File: src/hdl/spq_pkg.sv
// shared types, codes and defaults for the stable priority queue
// no dependencies
package spq_pkg;

  localparam int QUEUE_DEPTH_DEF = 16;
  localparam int STACK_DEPTH_DEF = 16;

  localparam int ID_W   = 16;
  localparam int PRIO_W = 2;

  localparam logic [PRIO_W-1:0] PRIO_MAX = 2'd2;
  localparam logic [PRIO_W-1:0] PRIO_LOW = 2'd0;

  typedef enum logic [1:0] {
    MODE_ENQ = 2'd0,
    MODE_DEQ = 2'd1,
    MODE_POP = 2'd2,
    MODE_NOP = 2'd3
  } mode_t;

  typedef enum logic [1:0] {
    ST_OK    = 2'd0,
    ST_EMPTY = 2'd1,
    ST_FULL  = 2'd2,
    ST_RSVD  = 2'd3
  } status_t;

  typedef enum logic [1:0] {
    S_IDLE = 2'd0,
    S_EXEC = 2'd1,
    S_DONE = 2'd2
  } state_t;

  // controller to datapath
  typedef struct packed {
    logic load;   // capture the request beat
    logic exec;   // apply it to queue and stack, register the result
  } cmd_t;

endpackage

File: src/hdl/stable_priority_queue_with_low_stack.sv
// top level of the stable priority queue with low-priority stack
// depends on spq_pkg, spq_ctrl, spq_dp
//
// Each input beat is one request: enqueue (mode 0) a task id with priority
// 0 to 2, dequeue (mode 1) the queue head, or pop (mode 2) the low stack.
// The queue keeps larger priorities in front and equal priorities in
// arrival order; a priority of 3 is treated as 2. A priority 0 task is also
// pushed onto a last-in, first-out stack. Every request gives exactly one
// result beat with a status (0 ok, 1 empty on removal, 2 full on insert).
// Timing: a request is taken, executed in the following cycle and shown
// as a result in the cycle after; while the result is being taken the
// next request may be accepted, so a new request overlaps the result
// of the one before, but none is taken during execution. The
// execute cycle shifts all queue cells in parallel and reads or writes
// the stack memory at its top, whose registered read port sets the pace.
// No clearing pass is needed after reset.
module stable_priority_queue_with_low_stack import spq_pkg::*; #(
  parameter int QUEUE_DEPTH = QUEUE_DEPTH_DEF,
  parameter int STACK_DEPTH = STACK_DEPTH_DEF
) (
  input  logic              clk,
  input  logic              rst_n,
  // request channel
  input  logic              in_valid,
  output logic              in_stall,
  input  logic [1:0]        in_mode,
  input  logic [ID_W-1:0]   in_task_id,
  input  logic [PRIO_W-1:0] in_priority_req,
  // result channel
  output logic              out_valid,
  input  logic              out_stall,
  output logic [1:0]        out_status,
  output logic [ID_W-1:0]   out_task_id,
  output logic [PRIO_W-1:0] out_priority,
  output logic              out_stack_pushed
);

  cmd_t cmd;

  // sequencer: accept, execute, present
  spq_ctrl u_ctrl (
    .clk       (clk),
    .rst_n     (rst_n),
    .in_valid  (in_valid),
    .in_stall  (in_stall),
    .out_valid (out_valid),
    .out_stall (out_stall),
    .cmd       (cmd)
  );

  // queue cells, stack memory and result register
  spq_dp #(
    .QUEUE_DEPTH (QUEUE_DEPTH),
    .STACK_DEPTH (STACK_DEPTH)
  ) u_dp (
    .clk              (clk),
    .rst_n            (rst_n),
    .cmd              (cmd),
    .in_mode          (in_mode),
    .in_task_id       (in_task_id),
    .in_priority_req  (in_priority_req),
    .out_status       (out_status),
    .out_task_id      (out_task_id),
    .out_priority     (out_priority),
    .out_stack_pushed (out_stack_pushed)
  );

endmodule

File: src/hdl/spq_ctrl.sv
// sequencing fsm for the stable priority queue
// depends on spq_pkg
module spq_ctrl import spq_pkg::*; (
  input  logic clk,
  input  logic rst_n,
  input  logic in_valid,
  output logic in_stall,
  output logic out_valid,
  input  logic out_stall,
  output cmd_t cmd
);

  state_t state_r, state_nxt;
  logic   accept;

  always_comb begin
    unique case (state_r)
      S_IDLE:  in_stall = 1'b0;
      S_DONE:  in_stall = out_stall;
      default: in_stall = 1'b1;
    endcase
  end

  assign accept = in_valid && !in_stall;

  always_comb begin
    state_nxt = state_r;
    unique case (state_r)
      S_IDLE: begin
        if (accept) state_nxt = S_EXEC;
      end
      S_EXEC: state_nxt = S_DONE;
      S_DONE: begin
        if (accept) state_nxt = S_EXEC;
        else if (!out_stall) state_nxt = S_IDLE;
      end
      default: state_nxt = S_IDLE;
    endcase
  end

  always_comb begin
    cmd.load  = accept;
    cmd.exec  = (state_r == S_EXEC);
    out_valid = (state_r == S_DONE);
  end

  always_ff @(posedge clk) begin
    if (!rst_n) state_r <= S_IDLE;
    else        state_r <= state_nxt;
  end

  a_load_then_exec: assert property (@(posedge clk) disable iff (!rst_n)
    cmd.load |=> cmd.exec) else $error("load not followed by exec");
  a_exec_then_done: assert property (@(posedge clk) disable iff (!rst_n)
    cmd.exec |=> out_valid) else $error("exec not followed by result");
  a_no_accept_busy: assert property (@(posedge clk) disable iff (!rst_n)
    cmd.exec |-> !cmd.load) else $error("beat taken while executing");

endmodule

File: src/hdl/spq_dp.sv
// datapath: sorted queue as a row of shifting cells, low stack in a memory
// depends on spq_pkg
module spq_dp import spq_pkg::*; #(
  parameter int QUEUE_DEPTH = QUEUE_DEPTH_DEF,
  parameter int STACK_DEPTH = STACK_DEPTH_DEF
) (
  input  logic              clk,
  input  logic              rst_n,
  input  cmd_t              cmd,
  input  logic [1:0]        in_mode,
  input  logic [ID_W-1:0]   in_task_id,
  input  logic [PRIO_W-1:0] in_priority_req,
  output logic [1:0]        out_status,
  output logic [ID_W-1:0]   out_task_id,
  output logic [PRIO_W-1:0] out_priority,
  output logic              out_stack_pushed
);

  localparam int QCNT_W = $clog2(QUEUE_DEPTH + 1);
  localparam int SCNT_W = $clog2(STACK_DEPTH + 1);
  localparam int SIDX_W = $clog2(STACK_DEPTH);

  // captured request
  mode_t             mode_r;
  logic [ID_W-1:0]   id_r;
  logic [PRIO_W-1:0] prio_r;

  // queue cells
  logic [ID_W-1:0]   q_id_r   [QUEUE_DEPTH];
  logic [PRIO_W-1:0] q_prio_r [QUEUE_DEPTH];
  logic [QCNT_W-1:0] q_cnt_r, q_cnt_nxt;

  // stack
  logic [ID_W-1:0]   s_mem [STACK_DEPTH];
  logic [ID_W-1:0]   s_rd_r;
  logic [SCNT_W-1:0] s_cnt_r, s_cnt_nxt;
  logic [SCNT_W-1:0] s_top;
  logic              s_we;

  logic [QUEUE_DEPTH-1:0] ge;
  logic q_ok, q_ins, q_deq, s_try, s_ok, s_pop;

  status_t           st_nxt;
  logic [ID_W-1:0]   rid_nxt;
  logic [PRIO_W-1:0] rprio_nxt;
  logic              pushed_nxt;

  always_ff @(posedge clk) begin
    if (cmd.load) begin
      mode_r <= mode_t'(in_mode);
      id_r   <= in_task_id;
      prio_r <= (in_priority_req > PRIO_MAX) ? PRIO_MAX : in_priority_req;
    end
  end

  // occupied cells whose priority keeps them ahead of the new task
  always_comb begin
    for (int i = 0; i < QUEUE_DEPTH; i++) begin
      ge[i] = (QCNT_W'(i) < q_cnt_r) && (q_prio_r[i] >= prio_r);
    end
  end

  always_comb begin
    q_ok       = (q_cnt_r < QCNT_W'(QUEUE_DEPTH));
    s_try      = (prio_r == PRIO_LOW);
    s_ok       = s_try && (s_cnt_r < SCNT_W'(STACK_DEPTH));
    q_ins      = 1'b0;
    q_deq      = 1'b0;
    s_we       = 1'b0;
    s_pop      = 1'b0;
    st_nxt     = ST_OK;
    rid_nxt    = '0;
    rprio_nxt  = '0;
    pushed_nxt = 1'b0;
    unique case (mode_r)
      MODE_ENQ: begin
        q_ins      = q_ok;
        s_we       = s_ok;
        pushed_nxt = s_ok;
        if (!q_ok || (s_try && !s_ok)) st_nxt = ST_FULL;
      end
      MODE_DEQ: begin
        if (q_cnt_r == '0) begin
          st_nxt = ST_EMPTY;
        end else begin
          q_deq     = 1'b1;
          rid_nxt   = q_id_r[0];
          rprio_nxt = q_prio_r[0];
        end
      end
      MODE_POP: begin
        if (s_cnt_r == '0) begin
          st_nxt = ST_EMPTY;
        end else begin
          s_pop   = 1'b1;
          rid_nxt = s_rd_r;
        end
      end
      default: st_nxt = ST_OK;
    endcase
  end

  always_comb begin
    q_cnt_nxt = q_cnt_r;
    if (q_ins)      q_cnt_nxt = q_cnt_r + 1'b1;
    else if (q_deq) q_cnt_nxt = q_cnt_r - 1'b1;
    s_cnt_nxt = s_cnt_r;
    if (s_we)       s_cnt_nxt = s_cnt_r + 1'b1;
    else if (s_pop) s_cnt_nxt = s_cnt_r - 1'b1;
  end

  // each cell keeps, takes the new task, or takes its neighbor's entry
  always_ff @(posedge clk) begin
    if (cmd.exec) begin
      for (int i = 0; i < QUEUE_DEPTH; i++) begin
        if (q_ins && !ge[i]) begin
          if (i == 0 || ge[(i == 0) ? 0 : i - 1]) begin
            q_id_r[i]   <= id_r;
            q_prio_r[i] <= prio_r;
          end else begin
            q_id_r[i]   <= q_id_r[(i == 0) ? 0 : i - 1];
            q_prio_r[i] <= q_prio_r[(i == 0) ? 0 : i - 1];
          end
        end else if (q_deq && i < QUEUE_DEPTH - 1) begin
          q_id_r[i]   <= q_id_r[(i < QUEUE_DEPTH - 1) ? i + 1 : i];
          q_prio_r[i] <= q_prio_r[(i < QUEUE_DEPTH - 1) ? i + 1 : i];
        end
      end
    end
  end

  assign s_top = s_cnt_r - 1'b1;

  always_ff @(posedge clk) begin
    if (cmd.exec && s_we) s_mem[s_cnt_r[SIDX_W-1:0]] <= id_r;
    s_rd_r <= s_mem[s_top[SIDX_W-1:0]];
  end

  always_ff @(posedge clk) begin
    if (!rst_n) begin
      q_cnt_r <= '0;
      s_cnt_r <= '0;
    end else if (cmd.exec) begin
      q_cnt_r <= q_cnt_nxt;
      s_cnt_r <= s_cnt_nxt;
    end
  end

  always_ff @(posedge clk) begin
    if (cmd.exec) begin
      out_status       <= st_nxt;
      out_task_id      <= rid_nxt;
      out_priority     <= rprio_nxt;
      out_stack_pushed <= pushed_nxt;
    end
  end

  a_q_bound: assert property (@(posedge clk) disable iff (!rst_n)
    q_cnt_r <= QCNT_W'(QUEUE_DEPTH)) else $error("queue count overflow");
  a_s_bound: assert property (@(posedge clk) disable iff (!rst_n)
    s_cnt_r <= SCNT_W'(STACK_DEPTH)) else $error("stack count overflow");
  a_head_max: assert property (@(posedge clk) disable iff (!rst_n)
    (q_cnt_r > QCNT_W'(1)) |-> (q_prio_r[0] >= q_prio_r[1]))
    else $error("queue head out of order");
  a_full_hold: assert property (@(posedge clk) disable iff (!rst_n)
    (cmd.exec && mode_r == MODE_ENQ && !q_ok) |=> $stable(q_cnt_r))
    else $error("full queue changed");

endmodule

File: config.mk
export PLATFORM = sky130hd
export DESIGN_NAME = stable_priority_queue_with_low_stack
export DESIGN_NICKNAME = d
export VERILOG_FILES = /design/src/hdl/spq_pkg.sv /design/src/hdl/stable_priority_queue_with_low_stack.sv /design/src/hdl/spq_ctrl.sv /design/src/hdl/spq_dp.sv
export SDC_FILE = /design/constraint.sdc
export NUM_CORES = 1
export LEC_CHECK = 0
export BUFFER_PORTS_ARGS = -buffer_cell sky130_fd_sc_hd__buf_2
export CORE_ASPECT_RATIO = 0.6
export CORE_UTILIZATION = 57
export CTS_CLUSTER_DIAMETER = 30
export DETAILED_ROUTE_END_ITERATION = 7
export GPL_ROUTABILITY_DRIVEN = 0
export PLACE_DENSITY_LB_ADDON = 0.05
export SYNTH_ARGS = -nofsm -noshare
export SYNTH_HDL_FRONTEND = slang
export SYNTH_SLANG_ARGS = --single-unit
File: constraint.sdc
create_clock -name clk -period 3.4 [get_ports clk]
set_input_delay 0.34 -clock clk [delete_from_list [all_inputs] [get_ports clk]]
set_output_delay 0.34 -clock clk [all_outputs]
set_load 0.005 [all_outputs]
== Word level (Yosys, flattened, before mapping) ==
Memories as Yosys holds them, arrays and structs flattened. A register that Yosys moved wholly into a read port is not among the register bits.
Cells that the tools add are included.

* Input port bits: 24
* Register bits: 53
* Memories kept: 3
* Memory bits (writable): 544
* Word-level logic and storage cells: 439

{| class="wikitable"
|+ Memories
! name !! depth !! width !! read ports !! clocked after memory_dff !! wr ports !! RTL line !! RTL
|-
| u_dp.q_id_r || 16 || 16 || 16 || 0 || 16 || spq_dp.sv:29 || <nowiki>logic [ID_W-1:0] q_id_r [QUEUE_DEPTH];</nowiki>
|-
| u_dp.s_mem || 16 || 16 || 1 || 1 || 1 || spq_dp.sv:34 || <nowiki>logic [ID_W-1:0] s_mem [STACK_DEPTH];</nowiki>
|-
| u_dp.q_prio_r || 16 || 2 || 16 || 0 || 16 || spq_dp.sv:30 || <nowiki>logic [PRIO_W-1:0] q_prio_r [QUEUE_DEPTH];</nowiki>
|}

* Add/subtract/negate cells: 4
* Reductions and logical operators: 67
* Order comparisons: 35
* Bitwise operators: 61
* Mux-type cells: 253
* Equality and inequality tests: 6

{| class="wikitable"
|+ Operators by type and width
! cell !! number
|-
| 16-bit 2-to-1 mux || 32
|-
| 1-bit 2-to-1 mux || 179
|-
| 2-bit 2-to-1 mux || 34
|-
| 1-bit OR || 60
|-
| 4-bit by 5-bit less-than comparator with 1-bit output (first input constant) || 8
|-
| 1-bit logical AND || 36
|-
| 2-bit >= comparator || 16
|-
| 16-bit one-hot mux with 2 select lines || 1
|-
| 3-bit by 5-bit less-than comparator with 1-bit output (first input constant) || 4
|-
| 5-bit 2-to-1 mux || 4
|-
| 1-bit logical NOT || 19
|-
| 2-bit one-hot mux with 3 select lines || 2
|-
| 5-bit by 1-bit adder with 5-bit output (second input constant) || 2
|-
| 5-bit logical NOT || 2
|-
| 1-bit by 5-bit less-than comparator with 1-bit output (first input constant) || 2
|-
| 2-bit by 5-bit less-than comparator with 1-bit output (first input constant) || 2
|-
| 5-bit less-than comparator (second input constant) || 2
|-
| 5-bit by 1-bit subtractor with 5-bit output (second input constant) || 2
|-
| 2-bit logical NOT || 3
|-
| 2-bit AND reduction || 3
|-
| 2-bit by 1-bit == test with 1-bit output (second input constant) || 2
|-
| 2-bit == test (second input constant) || 2
|-
| 2-bit nonzero test || 2
|-
| 3-bit by 2-bit != test with 1-bit output (second input constant) || 1
|-
| 6 further kinds || 6
|}

== Logic depth before layout (Yosys ltp) ==
An unclocked memory read counts as a cell.

* Depth in word-level cells: 10
* Mapped depth: 11

== Hierarchy ==
Synthesis repeated with hierarchy kept, for this count alone.

* Cell total of the unflattened synthesis: 2221
* Area total of the unflattened synthesis: 29050.4 µm²

{| class="wikitable"
|+ Modules (own cells, without submodules)
! module !! times used !! cells an instance !! sequential area each (µm²) !! area an instance (µm²)
|-
| spq_dp || 1 || 2209 || 18087.3 || 28929.0
|-
| spq_ctrl || 1 || 12 || 40.0 || 121.4
|}

== Least setup slack after synthesis ==
Ideal clock, no wire load.

* Path kind: register to register
* From: register u_dp.prio_r[0]
* To: memory u_dp.s_mem[2][0] (enable)
* Setup time: 0.409 ns
* Clock period less this slack: 3.274 ns
* Data arrival time: 2.865 ns
* Cell stages (with the launch flop): 7
* Slack: 0.126 ns
* Cells stage by stage: edfxtp_1 > buf_2 > or4b_1 > buf_2 > nor2_1 > nand2_1 > nor3_1

* Longest elaborated chain between the ends: 6

{| class="wikitable"
|+ RTL lines
! item !! RTL line !! RTL
|-
| start: declaration || spq_dp.sv:26 || <nowiki>logic [PRIO_W-1:0] prio_r;</nowiki>
|-
| start signal: assignment || spq_dp.sv:52 || <nowiki>prio_r <= (in_priority_req > PRIO_MAX) ? PRIO_MAX : in_priority_req;</nowiki>
|-
| 2-bit logical NOT || spq_dp.sv:65 || <nowiki>s_try = (prio_r == PRIO_LOW);</nowiki>
|-
| 1-bit logical AND || spq_dp.sv:66 || <nowiki>s_ok = s_try && (s_cnt_r < SCNT_W'(STACK_DEPTH));</nowiki>
|-
| 1-bit 2-to-1 mux || spq_dp.sv:75 || <nowiki>unique case (mode_r)</nowiki>
|-
| 1-bit logical AND || spq_dp.sv:135 || <nowiki>if (cmd.exec && s_we) s_mem[s_cnt_r[SIDX_W-1:0]] <= id_r;</nowiki>
|-
| 1-bit 2-to-1 mux || spq_dp.sv:135 ||
|-
| 1-bit 2-to-1 mux (implied by the code) || spq_dp.sv:135 ||
|-
| end: declaration || spq_dp.sv:34 ||
|}

Every way passes these cells.

==> results.cfg <==
[outcome]
outcome = complete, no violations

[power_and_ir_drop]
p_leak_nw = 11.4
ir_worst_vdd_mv = 0.522
power_density_mw_per_mm2 = 577

[route]
drc = 0
initialDrtViolationCount = 2367
viasPerCell = 6.39
detail_route.wl_per_cell_um = 24.4
drt_wl_total_um = 73900
antenna_left = 0
first_pass_iters = 5
vias = 19338

[yosys]
ys_types = 71
synth_area_per_cell_um2 = 13.4
synthesis.area_mm2 = 0.0290
synth_fp_nets = 2240
yosysSeqAreaShare_pct = 62.5
synthFlopType = edfxtp_1
synth_edf_count = 585
ys_ff_latch = 613
syn_inst = 2173
async_reset_ff_share_pct = 0
ys_warn_count = 0

[floorplan]
die_area_mm2 = 0.0519
core_region_area_mm2 = 0.0498
die_width_um = 293
rows = 63
pin_count = 47
die_h_um = 177
initial_core_util_pct = 58.3

[timing]
worst_slew_pin_slew_ns = 1.34
finalSetupViolCount = 0
final-hold-violation-count = 0
clock_skew_ns = 0.0378
maxSlewViolCount = 0
max_slew_margin_pct = 10.1
finalCriticalPeriod_ns = 3.30
tns_ns = 0
timing.final.crit_share_pct = 97.0
rsz0062_at_grt = false
fmax_mhz = 303

[finish]
final_cell_mix = 585 x edfxtp_1, 205 x nor2_1, 181 x a21oi_1
mostFrequentLayoutCell = edfxtp_1
drive_gt1_share_pct = 21.1
final_cells = 3026
diodes = 0
syn2layout_area_growth_pct = 16.2
fill_cells = 3585
num-nets-final = 2333

[worst_setup_path]
r2r_cells = 8
cp_common_cell = buf_4
slowest_delay_ns = 0.88
cp_data_arrival_time_ns = 3.67
worst-path-max-fanout = 34
crit_required_ns = 3.77
worst_setup_path_end_kind = register
critPathLaunchType = register
r2r_end = u_dp.q_id_r[0][55]
critical_path.top_delay_family = compound AO/OA/AOI/OAI gates
worstSetupPathType = register to register
path_buf_inv = 2
path_depth = 8
path_cells = buf_4 -> ha_1 -> nand2b_1 -> a21o_1 -> o311ai_0 -> buf_4 -> o21ai_0 -> mux2_2
crit_slowest_cell = o311ai_0
rr_startpoint = u_dp.prio_r[0]
reg2reg_slack_ns = 0.10

[hold_path]
worst_hold_startpoint = in_priority_req[0]
hp-class = primary input to register
min_to = u_dp.prio_r[0]
min_path_cells = 2

[global_routing]
grtUsageTotal_pct = 29.0
grt_pass1_wl_um = 114000
grt_overflow = 0
grt_max_degree = 70
grt_pass1_vias = 18910
antenna_found_initial = 0

[clock_tree]
clk_pin_slew_ns = 0.06
numCtsBuffers = 91
clock_latency_ns = 0.65
cts_setup_buffers = 0
cts_root_buffer = clkbuf_16
clk_path_buf_depth = 3
cts_sinks = 613
cts_max_level = 3
cts_tree = yes

[placement]
dp_cells = 2835
dpl.hpwl_um = 49800
port_buffers = 46

[job]
max_cap_violations = 0
==> layer usage <==
metal  GRT usage [%]  vias up  part of all wire, %
met1            48.2     9686                   48
met3            7.51       89                   11
met4            6.58        0                  1.5
li1                -     8524                    -
met2            37.4     1039                   39
met5               0        -                    0
==> metrics by stage <==
stage	util (%)	total power, mW	area (µm²)	worst slack (ns)	hold WS (ns)
after global routing	67.7	20.0	33700	0.0530	0.0414
final	67.7	19.5	33700	0.101	0.0276
after global placement	60.9	9.85	30300	0.251	0.518
after detailed placement	60.9	9.89	30300	0.227	0.518
after CTS	67.7	19.5	33700	0.201	0.00586
after floorplan	-	9.49	29000	0.126	0.439
==> flip-flops by register name (all words and copies together), names as in the netlist, 5 cells and up <==
name              cells
u_dp.q_prio_r        32
u_dp.s_mem          256
u_dp.q_cnt_r          5
u_dp.id_r            16
u_dp.q_id_r         256
u_dp.s_cnt_r          5
u_dp.out_task_id     16
u_dp.s_rd_r          16
==> cell families (layout without fill, tap and decap cells) <==
kind of cell | after synthesis | count (layout) | share of synthesized area [%]
AO/OA/AOI/OAI | 470 | 470 | 10.2
XOR/XNOR | 9 | 9 | 0.272
adder cells (fa/ha/maj) | 43 | 43 | 1.85
buffers and inverters | 206 | 377 | 3.58
flip-flops | 613 | 613 | 62.5
multiplexers | 295 | 295 | 13.2
AND/OR/NAND/NOR | 537 | 537 | 8.49
==> synthesized netlist by cell type, types with 6 or more instances <==
master,count,area [µm²]
nor3_1,42,210
o21ai_1,6,30.0
a21oi_1,182,911
o221ai_1,6,52.6
nor2b_1,40,250
dfxtp_1,28,561
a211oi_1,18,135
o21ai_0,79,395
xnor2_1,8,70.1
buf_4,21,158
a22oi_1,16,120
mux4_2,64,1440
mux2i_1,178,1780
nand3_1,59,295
a41oi_1,18,158
buf_6,15,169
a21o_1,15,113
and2_1,13,81.3
nand2_1,129,484
nor2_1,206,773
edfxtp_1,585,17600
clkbuf_1,75,282
buf_2,60,300
a221oi_1,9,78.8
inv_1,27,101
nand2b_1,21,131
mux2_2,53,597
a21oi_2,10,87.6
a31oi_1,43,269
a211o_1,8,70.1
o211ai_1,18,135
ha_1,43,538
o22ai_1,15,93.8
==> power by group <==
group	total, mW	internal [mW]	switching, mW	leakage (nW)
Clock	9.69	5.96	3.73	1.54
Sequential	8.62	8.48	0.138	5.53
Combinational	1.17	0.464	0.705	4.28
Total	19.5	14.9	4.57	11.4
==> timing repair <==
| action | CTS | global route |
|---|---|---|
| hold buffers | 20 | 0 |
| endpoints found under the setup margin | 0 | 5 |
| gates resized for setup | 0 | 2 |
| hold endpoints to repair | 21 | 0 |
==> worst reg2reg max path: stages (launching register included) <==
cell	delay [ns]
edfxtp_1	0.32
buf_4	0.38
ha_1	0.35
nand2b_1	0.16
a21o_1	0.27
o311ai_0	0.88
buf_4	0.24
o21ai_0	0.15
mux2_2	0.30
==> how the worst max path moves through the flow <==
| stage | end | slack (ns) | startpoint |
|---|---|---|---|
| 2_1_floorplan | u_dp.s_mem[2][0] | 0.13 | u_dp.prio_r[0] |
| 3_3_place_gp | u_dp.q_id_r[0][55] | 0.25 | u_dp.prio_r[0] |
| 3_5_place_dp | u_dp.q_id_r[1][13] | 0.23 | u_dp.q_cnt_r[1] |
| 4_1_cts | u_dp.q_id_r[1][13] | 0.20 | u_dp.q_cnt_r[0] |
| 5_1_grt | u_dp.q_id_r[0][18] | 0.05 | u_dp.mode_r[0] |
| 6_report | u_dp.q_id_r[0][55] | 0.10 | u_dp.prio_r[0] |
==> layout make-up <==
cell class | instances | area (µm²) | share of cell area [%]
clock buffers | 104 | 2400 | 7.11
clock inverters | 67 | 803 | 2.38
inverters | 30 | 113 | 0.334
multi-input cells | 1354 | 10100 | 29.9
flip-flops and latches | 613 | 18100 | 53.8
well taps | 682 | 853 | 2.53
repair buffers | 176 | 1330 | 3.95
Note: power is estimated with default switching activity, not from simulation.
